## config.mk

```make
export PLATFORM = sky130hd
export DESIGN_NAME = polygon_winding_point_test_core
export DESIGN_NICKNAME = d
export VERILOG_FILES = /design/src/hw/rtl/pwpt_pkg.sv /design/src/hw/rtl/pwpt_cell.sv /design/src/hw/rtl/pwpt_edge.sv /design/src/hw/rtl/polygon_winding_point_test_core.sv
export SDC_FILE = /design/constraint.sdc
export NUM_CORES = 2
export LEC_CHECK = 0
export BUFFER_PORTS_ARGS = -buffer_cell sky130_fd_sc_hd__buf_2
export CAP_MARGIN = 0
export CELL_PAD_IN_SITES_DETAIL_PLACEMENT = 0
export CELL_PAD_IN_SITES_GLOBAL_PLACEMENT = 1
export CORE_MARGIN = 5
export CORE_UTILIZATION = 56
export CTS_CLUSTER_SIZE = 24
export DETAILED_ROUTE_END_ITERATION = 8
export GPL_TIMING_DRIVEN = 0
export HOLD_SLACK_MARGIN = 0.12
export PLACE_DENSITY_LB_ADDON = 0.25
export RECOVER_POWER = 50
export SYNTH_ARGS = -nofsm -noshare
export SYNTH_HDL_FRONTEND = slang
export SYNTH_HIERARCHICAL = 1
export SYNTH_SLANG_ARGS = --single-unit
```

## constraint.sdc

```tcl
create_clock -name clock -period 7.9 [get_ports clock]
set_input_delay 0.79 -clock clock [delete_from_list [all_inputs] [get_ports clock]]
set_output_delay 0.79 -clock clock [all_outputs]
set_load 0.03 [all_outputs]
```

## src/hw/rtl/pwpt_pkg.sv

```systemverilog
package pwpt_pkg;

   localparam int COORD_WIDTH = 16;
   localparam int IDX_WIDTH   = 6;
   localparam int CNT_WIDTH   = 7;

   localparam logic OP_WRITE = 1'b0;
   localparam logic OP_QUERY = 1'b1;

   localparam logic [1:0] REG_VERTEX_COUNT = 2'd0;

   typedef struct packed {
      logic                          op;
      logic [IDX_WIDTH-1:0]          vertex_index;
      logic signed [COORD_WIDTH-1:0] coord_x;
      logic signed [COORD_WIDTH-1:0] coord_y;
   } req_type;

   typedef struct packed {
      logic inside_res;
      logic coincident_error;
   } rsp_type;

   typedef struct packed {
      logic signed [COORD_WIDTH-1:0] x;
      logic signed [COORD_WIDTH-1:0] y;
   } vertex_type;

   typedef struct packed {
      logic valid;
      logic first;
      logic last;
   } edge_cmd_type;

endpackage

```

## src/hw/rtl/pwpt_cell.sv

```systemverilog
module pwpt_cell
   import pwpt_pkg::*;
(
   input  logic       clock,
   input  logic       load,
   input  logic       shift,
   input  vertex_type load_data,
   input  vertex_type shift_data,
   output vertex_type vertex
);

   vertex_type vertex_ff;
   vertex_type vertex_in;

   always_comb begin
      vertex_in = vertex_ff;
      if (load) begin
         vertex_in = load_data;
      end else if (shift) begin
         vertex_in = shift_data;
      end
   end

   always_ff @(posedge clock) begin
      vertex_ff <= vertex_in;
   end

   assign vertex = vertex_ff;

endmodule

```

## src/hw/rtl/pwpt_edge.sv

```systemverilog
module pwpt_edge
   import pwpt_pkg::*;
(
   input  logic         clock,
   input  logic         reset,
   input  edge_cmd_type cmd,
   input  vertex_type   point,
   input  vertex_type   vert_a,
   input  vertex_type   vert_b,
   output logic         done,
   output logic         odd_winding
);

   localparam int DW = COORD_WIDTH + 1;
   localparam int PW = 2 * DW;

   function automatic logic [1:0] quadrant(vertex_type p, vertex_type v);
      logic [1:0] q;
      if (v.x > p.x && v.y >= p.y) begin
         q = 2'd0;
      end else if (v.x <= p.x && v.y > p.y) begin
         q = 2'd1;
      end else if (v.x < p.x && v.y <= p.y) begin
         q = 2'd2;
      end else begin
         q = 2'd3;
      end
      return q;
   endfunction

   edge_cmd_type s1_ff, s2_ff;
   logic [1:0] d1_ff, d2_ff;
   logic signed [DW-1:0] dxa_ff, dya_ff, dxb_ff, dyb_ff;
   logic signed [PW-1:0] p1_ff, p2_ff;
   logic [2:0] sum_ff, sum_in, base, inc;

   always_ff @(posedge clock) begin
      if (reset) begin
         s1_ff <= '0;
         s2_ff <= '0;
      end else begin
         s1_ff <= cmd;
         s2_ff <= s1_ff;
      end
   end

   // stage 1: offsets and quadrant turn; stage 2: cross products
   always_ff @(posedge clock) begin
      d1_ff  <= quadrant(point, vert_b) - quadrant(point, vert_a);
      dxa_ff <= DW'(vert_a.x) - DW'(point.x);
      dya_ff <= DW'(vert_a.y) - DW'(point.y);
      dxb_ff <= DW'(vert_b.x) - DW'(point.x);
      dyb_ff <= DW'(vert_b.y) - DW'(point.y);
      d2_ff  <= d1_ff;
      p1_ff  <= dxa_ff * dyb_ff;
      p2_ff  <= dxb_ff * dya_ff;
   end

   // only bit 2 of the winding sum matters, so keep it modulo eight
   always_comb begin
      base = s2_ff.first ? 3'd0 : sum_ff;
      unique case (d2_ff)
         2'd0: inc = 3'd0;
         2'd1: inc = 3'd1;
         2'd2: inc = (p1_ff > p2_ff) ? 3'd2 : 3'd6;
         2'd3: inc = 3'd7;
         default: inc = 3'd0;
      endcase
      sum_in = base + inc;
   end

   always_ff @(posedge clock) begin
      if (s2_ff.valid) begin
         sum_ff <= sum_in;
      end
   end

   assign done        = s2_ff.valid && s2_ff.last;
   assign odd_winding = sum_in[2];

endmodule

```

## src/hw/rtl/polygon_winding_point_test_core.sv

```systemverilog
// Point-in-polygon test by quadrant winding number.
// Input channel (req_): op OP_WRITE stores one vertex at vertex_index; op OP_QUERY
// tests the point (coord_x, coord_y) against the first vertex_count vertices.
// A write gives no result; one is accepted every cycle while idle.
// A query rotates the vertex ring of MAX_VERTICES cells once, one vertex per cycle,
// feeding the edge unit; its result is loaded into the output register once the ring
// has rotated back into place and the last edge has left the edge unit, so queries
// run one at a time.
// Result channel (rsp_): inside_res, and coincident_error when the point equals a
// vertex in use (inside_res is then 0). The result waits in the output register
// while rsp_stall is high; a query that finishes meanwhile holds until it is taken.
// req_stall is high while a query is in progress.
// CSR port: register 0 is vertex_count (reset 3), clamped to 3..MAX_VERTICES on use.
// Reset clears control state and sets vertex_count to 3; vertex storage is undefined
// until written.
module polygon_winding_point_test_core
   import pwpt_pkg::*;
#(
   parameter int MAX_VERTICES = 64
)
(
   input  logic                 clock,
   input  logic                 reset,
   input  logic                 req_valid,
   output logic                 req_stall,
   input  req_type              req_data,
   output logic                 rsp_valid,
   input  logic                 rsp_stall,
   output rsp_type              rsp_data,
   input  logic                 csr_psel,
   input  logic                 csr_penable,
   input  logic                 csr_pwrite,
   input  logic [1:0]           csr_paddr,
   input  logic [31:0]          csr_pwdata,
   output logic [31:0]          csr_prdata,
   output logic                 csr_pready
);

   localparam int NW = $clog2(MAX_VERTICES + 1);
   localparam int EW = (NW > CNT_WIDTH) ? NW : CNT_WIDTH;
   localparam logic [NW-1:0] N_MAX = NW'(MAX_VERTICES);

   localparam logic ST_IDLE = 1'b0;
   localparam logic ST_RUN  = 1'b1;

   logic                 state_ff, state_in;
   logic [NW-1:0]        step_ff, step_in;
   logic [CNT_WIDTH-1:0] count_ff;
   vertex_type           point_ff, v0_ff, prev_ff;
   logic                 hit_ff, hit_in;
   logic                 seen_ff, inside_ff;
   logic                 shifted_ff;
   logic                 rsp_valid_ff;
   rsp_type              rsp_data_ff;

   logic       req_accept, wr_en, start, shift, finish, csr_write;
   logic [EW-1:0] cnt_ext;
   logic [NW-1:0] n_eff;
   vertex_type    ring_q [MAX_VERTICES];
   vertex_type    head, req_vertex;
   edge_cmd_type  cmd;
   vertex_type    vert_b;
   logic          edge_done, edge_inside;

   // csr: single register, any address of the port selects it
   assign csr_pready = 1'b1;
   assign csr_write  = csr_psel && csr_penable && csr_pwrite && csr_pready
                       && ((csr_paddr >> 2) == REG_VERTEX_COUNT);
   assign csr_prdata = 32'(count_ff);

   always_ff @(posedge clock) begin
      if (reset) begin
         count_ff <= CNT_WIDTH'(3);
      end else if (csr_write) begin
         count_ff <= csr_pwdata[CNT_WIDTH-1:0];
      end
   end

   always_comb begin
      cnt_ext = EW'(count_ff);
      if (cnt_ext < EW'(3)) begin
         n_eff = NW'(3);
      end else if (cnt_ext > EW'(MAX_VERTICES)) begin
         n_eff = N_MAX;
      end else begin
         n_eff = NW'(cnt_ext);
      end
   end

   assign req_stall  = (state_ff == ST_RUN);
   assign req_accept = req_valid && !req_stall;
   assign wr_en      = req_accept && (req_data.op == OP_WRITE);
   assign start      = req_accept && (req_data.op == OP_QUERY);
   assign req_vertex = '{x: req_data.coord_x, y: req_data.coord_y};

   assign shift = (state_ff == ST_RUN) && (step_ff < N_MAX);
   assign head  = ring_q[0];

   // ring: cell i takes from cell i+1, so vertex k reaches the head at step k
   for (genvar i = 0; i < MAX_VERTICES; i++) begin : g_ring
      localparam int NEXT = (i + 1) % MAX_VERTICES;
      pwpt_cell u_cell (
         .clock      (clock),
         .load       (wr_en && (32'(req_data.vertex_index) == 32'(i))),
         .shift      (shift),
         .load_data  (req_vertex),
         .shift_data (ring_q[NEXT]),
         .vertex     (ring_q[i])
      );
   end

   // issue each edge once, in the cycle after the shift that brought its end vertex
   always_comb begin
      cmd.valid = (state_ff == ST_RUN) && shifted_ff && (step_ff != '0)
                  && (step_ff <= n_eff);
      cmd.first = (step_ff == NW'(1));
      cmd.last  = (step_ff == n_eff);
      vert_b    = (step_ff == n_eff) ? v0_ff : head;
   end

   pwpt_edge u_edge (
      .clock       (clock),
      .reset       (reset),
      .cmd         (cmd),
      .point       (point_ff),
      .vert_a      (prev_ff),
      .vert_b      (vert_b),
      .done        (edge_done),
      .odd_winding (edge_inside)
   );

   assign finish = (state_ff == ST_RUN) && (step_ff == N_MAX) && seen_ff
                   && (!rsp_valid_ff || !rsp_stall);

   always_comb begin
      state_in = state_ff;
      step_in  = step_ff;
      hit_in   = hit_ff;
      unique case (state_ff)
         ST_IDLE: begin
            if (start) begin
               state_in = ST_RUN;
               step_in  = '0;
               hit_in   = 1'b0;
            end
         end
         ST_RUN: begin
            if (step_ff < n_eff && head == point_ff) begin
               hit_in = 1'b1;
            end
            if (shift) begin
               step_in = step_ff + NW'(1);
            end
            if (finish) begin
               state_in = ST_IDLE;
            end
         end
         default: state_in = ST_IDLE;
      endcase
   end

   always_ff @(posedge clock) begin
      if (reset) begin
         state_ff     <= ST_IDLE;
         step_ff      <= '0;
         hit_ff       <= 1'b0;
         seen_ff      <= 1'b0;
         shifted_ff   <= 1'b0;
         rsp_valid_ff <= 1'b0;
      end else begin
         state_ff   <= state_in;
         step_ff    <= step_in;
         hit_ff     <= hit_in;
         shifted_ff <= shift;
         if (start) begin
            seen_ff <= 1'b0;
         end else if (edge_done) begin
            seen_ff <= 1'b1;
         end
         if (finish) begin
            rsp_valid_ff <= 1'b1;
         end else if (!rsp_stall) begin
            rsp_valid_ff <= 1'b0;
         end
      end
   end

   always_ff @(posedge clock) begin
      prev_ff <= head;
      if (start) begin
         point_ff <= req_vertex;
      end
      if (state_ff == ST_RUN && step_ff == '0) begin
         v0_ff <= head;
      end
      if (edge_done) begin
         inside_ff <= edge_inside;
      end
      if (finish) begin
         rsp_data_ff.inside_res       <= inside_ff && !hit_ff;
         rsp_data_ff.coincident_error <= hit_ff;
      end
   end

   assign rsp_valid = rsp_valid_ff;
   assign rsp_data  = rsp_data_ff;

`ifndef ASSERT_OFF
   a_done_busy: assert property (@(posedge clock) disable iff (reset)
      edge_done |-> state_ff == ST_RUN)
      else $error("edge unit finished outside a query");
   a_finish_aligned: assert property (@(posedge clock) disable iff (reset)
      finish |-> step_ff == N_MAX && !shift)
      else $error("result loaded before the ring realigned");
   a_query_busy: assert property (@(posedge clock) disable iff (reset)
      start |=> req_stall)
      else $error("query did not stall the input");
   a_flags_excl: assert property (@(posedge clock) disable iff (reset)
      rsp_valid |-> !(rsp_data.inside_res && rsp_data.coincident_error))
      else $error("inside and coincident both set");
`endif

endmodule

```

==> impl_metrics.csv <==
group,metric,value,unit
synth,synth.area.top_cells,"edfxtp_1, mux2_4, fa_1",
clock_tree,cts-root-buf,"clkbuf_16",
clock_tree,cts_tree,"done",
sta,worstMarginPinSlew,4.13,ns
detailed_routing,dr_total_vias,64400,
clock_tree,clock_latency,0.89,ns
global_routing,grt_pass1_vias,69200,
worst_hold_path,hold_end,"rsp_valid",
setup_path,required,8.63,ns
final_layout,areaGrowthSynthToFinish,3.17,%
setup_path,cpPeakStageDelay,0.82,ns
setup_path,critical_path_class,"flop to flop",
setup_path,worst_path_most_repeated_cell,"fa_1",
final_layout,drive_above_1_share,0.140,
synth,async_reset_ff_frac,0,
setup_path,endpoint_kind,"flop",
synth,ys_seq_area_frac,0.517,
place,dpl.hpwl,198000,um
synth,synthCells,7996,
setup_path,path_max_fanout,10,
sta,finalHoldViolCount,0,
floorplan,die_area,243000,sq um
final_layout,final_area,135000,sq um
outcome,violations,"max-capacitance violations, max-slew violations",
detailed_routing,first_pass_iters,7,
global_routing,grt.total_usage,0.230,
synth,yosysWarningCount,6,
worst_hold_path,hp-class,"primary input to flop",
clock_tree,cts_setup_buffers,0,
outcome,status,"finished with violations",
synth,syn_area,131000,sq um
synth,ys_ff_latch,2315,
synth,synth_ff_type,"edfxtp_1",
setup_path,path_cells,"clkbuf_1, clkbuf_1, nand2_1, fa_1, inv_1, fa_1, inv_1, fa_1, inv_1, fa_1, fa_1, inv_1, fa_1, inv_1, ha_1, and4_1, and2_1, nand3_1, a211oi_1, a2111oi_2, o21ai_1, a31o_2, a21oi_2, xnor2_1",
setup_path,r2r_slack,0.24,ns
floorplan,die_x,493,um
final_layout,finalNetCount,9312,
setup_path,crit_buf_inv,7,
sta,maxSlewHeadroom,-1.75,
floorplan,die_h,493,um
worst_hold_path,hold_depth,3,
detailed_routing,drc_errors,0,
synth,ys_top_cells_by_count,"edfxtp_1, mux2_4, inv_1",
sta,rsz0062_at_grt,"no",
sta,setup_viol,0,
setup_path,critPathLaunchType,"flop",
detailed_routing,wire_per_inst,24.2,um
synth,synth_edf_count,2118,
floorplan,fp.coreArea,232000,sq um
clock_tree,clock_sinks,2315,
synth,synth.top_cell.area_share,0.487,
job,maxCapViolCount,43,
sta,finalCritPeriodShare,0.970,
floorplan,rows,177,
sta,timing.fmax,0.131,GHz
clock_tree,clock_path_buffers,3,
setup_path,timing.rr.start,"u_edge/dya_ff[8]",
synth,yosysMostFrequentCell,"edfxtp_1",
setup_path,ff2ff_path_depth,24,
global_routing,antenna_found_initial,12,
worst_hold_path,hold_path.startpoint,"rsp_stall",
setup_path,r2r_end,"u_edge/p2_ff[32]",
clock_tree,htreeDepth,4,
place,place.gp.congestion,0.899,
setup_path,crit_path_top_delay_cell,"a2111oi_2",
clock_tree,path_clk_slew,0.06,ns
clock_tree,cts_buffers,233,
synth,avgSynthCellArea,16.3,sq um
sta,finalClockSkew,0.0997,ns
sta,layout_min_cycle_time,7.66,ns
sta,maxSlewViolCount,1479,
detailed_routing,drt_iter0_drc,4533,
place,placed_area,136000,sq um
global_routing,grt_max_degree,66,
synth,ys_types,85,
final_layout,post-route-util,0.580,
place,io_buffers,63,
sta,hold_slack,0.184,ns
detailed_routing,vias_per_cell,5.55,
synth,yosys.area.top_type,"edfxtp_1",
global_routing,grt_pass1_wl,430000,um
setup_path,critPathTopFamily,"adder cells",
detailed_routing,ant_nets,0,
final_layout,fillers,18700,
setup_path,cp_data_arrival_time,8.39,ns
global_routing,overflow,0,
floorplan,ios,117,
detailed_routing,drt-total-wl,281000,um
setup_path,path_depth,24,
floorplan,start_util,0.562,
## cell usage in the layout (no fill, tap or decap), types with 15 or more instances in the layout
master	instances
mux2_4	491
nand3_1	39
o21ai_0	62
xnor2_1	118
buf_2	19
buf_4	28
mux2_2	180
nand4_1	28
xor2_1	43
clkbuf_1	402
dfxtp_1	197
clkinv_2	39
ha_1	280
nand2b_1	27
nor2b_1	39
bufinv_16	18
nor3_1	28
nand2_1	355
a21o_1	52
buf_12	47
inv_1	761
mux2_1	1409
or2_1	15
clkbuf_16	234
edfxtp_1	2118
nor2_1	182
fa_1	595
or2_2	44
a21oi_1	95
clkinv_1	55
and2_1	283
conb_1	26
## metrics by stage
stage / worst slack, ns / cells / setup TNS, ns
CTS: 0.0715 / 11600 / 0
floorplan: 1.73 / 8020 / 0
global route: 0.0806 / 11600 / 0
finish: 0.238 / 11600 / 0
detailed placement: -0.845 / 11200 / -2.97
global placement: -0.718 / 11100 / -2.36
## layout make-up
cell class | count | area [sq um] | area share
Antenna cell | 6 | 15.0 | 0.000111
Buffer | 370 | 1930 | 0.0143
Inverter | 762 | 2860 | 0.0212
Multi-Input combinational cell | 4572 | 50000 | 0.371
Tap cell | 3043 | 3810 | 0.0283
Clock buffer | 281 | 6050 | 0.0449
Sequential cell | 2315 | 67500 | 0.501
Timing Repair Buffer | 101 | 931 | 0.00691
Clock inverter | 155 | 1560 | 0.0116
## cell families after synthesis
group | synth area share
adder cells (fa/ha/maj) | 0.118
AND/OR/NAND/NOR | 0.0428
AO/OA/AOI/OAI | 0.0162
XOR/XNOR | 0.0111
flip-flops | 0.517
multiplexers | 0.233
other | 0.0000575
buffers and inverters | 0.0612
## per-layer routing
metal  GRT usage  wire, um  part of all wire  up-vias
met3      0.0305     13000             0.046      404
met4      0.0570      7390             0.026        0
met2       0.390    136000              0.49     1519
met1       0.315    124000              0.44    33400
li1            -         -                 -    29100
met5           0         0                 0        -
## state kept, by name, summed over array words and instances (netlist names), 2 cells and up
register / flops
cnt_ext: 7
g_ring.u_cell/vertex: 2048
point_ff: 32
prev_ff: 32
rsp_data: 2
step_ff: 7
u_edge/d1_ff: 2
u_edge/d2_ff: 2
u_edge/dxa_ff: 17
u_edge/dxb_ff: 17
u_edge/dya_ff: 17
u_edge/dyb_ff: 17
u_edge/p1_ff: 34
u_edge/p2_ff: 34
u_edge/s1_ff: 3
u_edge/s2_ff: 3
u_edge/sum_ff: 3
v0_ff: 32
## repair_timing
item                                    4_1_cts  5_1_grt
cloned                                        0        0
hold buffers                                  7        0
endpoints found under the setup margin        7        6
endpoints found under the hold margin         7        0
pin swaps                                     0        0
resized for setup                             8        9
## worst min-delay path: cells and delay by family
kind,cells,cell delay [ns]
AOI/OAI and AO/OA,1,0.05
buffers and inverters,1,0.11
and+or+nand+nor,1,0.06
## worst max-delay path by stage
stage / start / to / slack [ns]
after floorplan: u_edge/dxb_ff[16] / u_edge/p2_ff[33] / 1.73
after global placement: u_edge/dxa_ff[16] / u_edge/p1_ff[32] / -0.72
after detailed placement: u_edge/dxa_ff[16] / u_edge/p1_ff[32] / -0.84
after CTS: u_edge/dyb_ff[3] / u_edge/p1_ff[32] / 0.07
after global routing: u_edge/dya_ff[8] / u_edge/p2_ff[32] / 0.08
final: u_edge/dya_ff[8] / u_edge/p2_ff[32] / 0.24
Power is left out: the tool's default activity adds up to more than one toggle a clock period on the data nets, which glitch-free logic cannot reach.
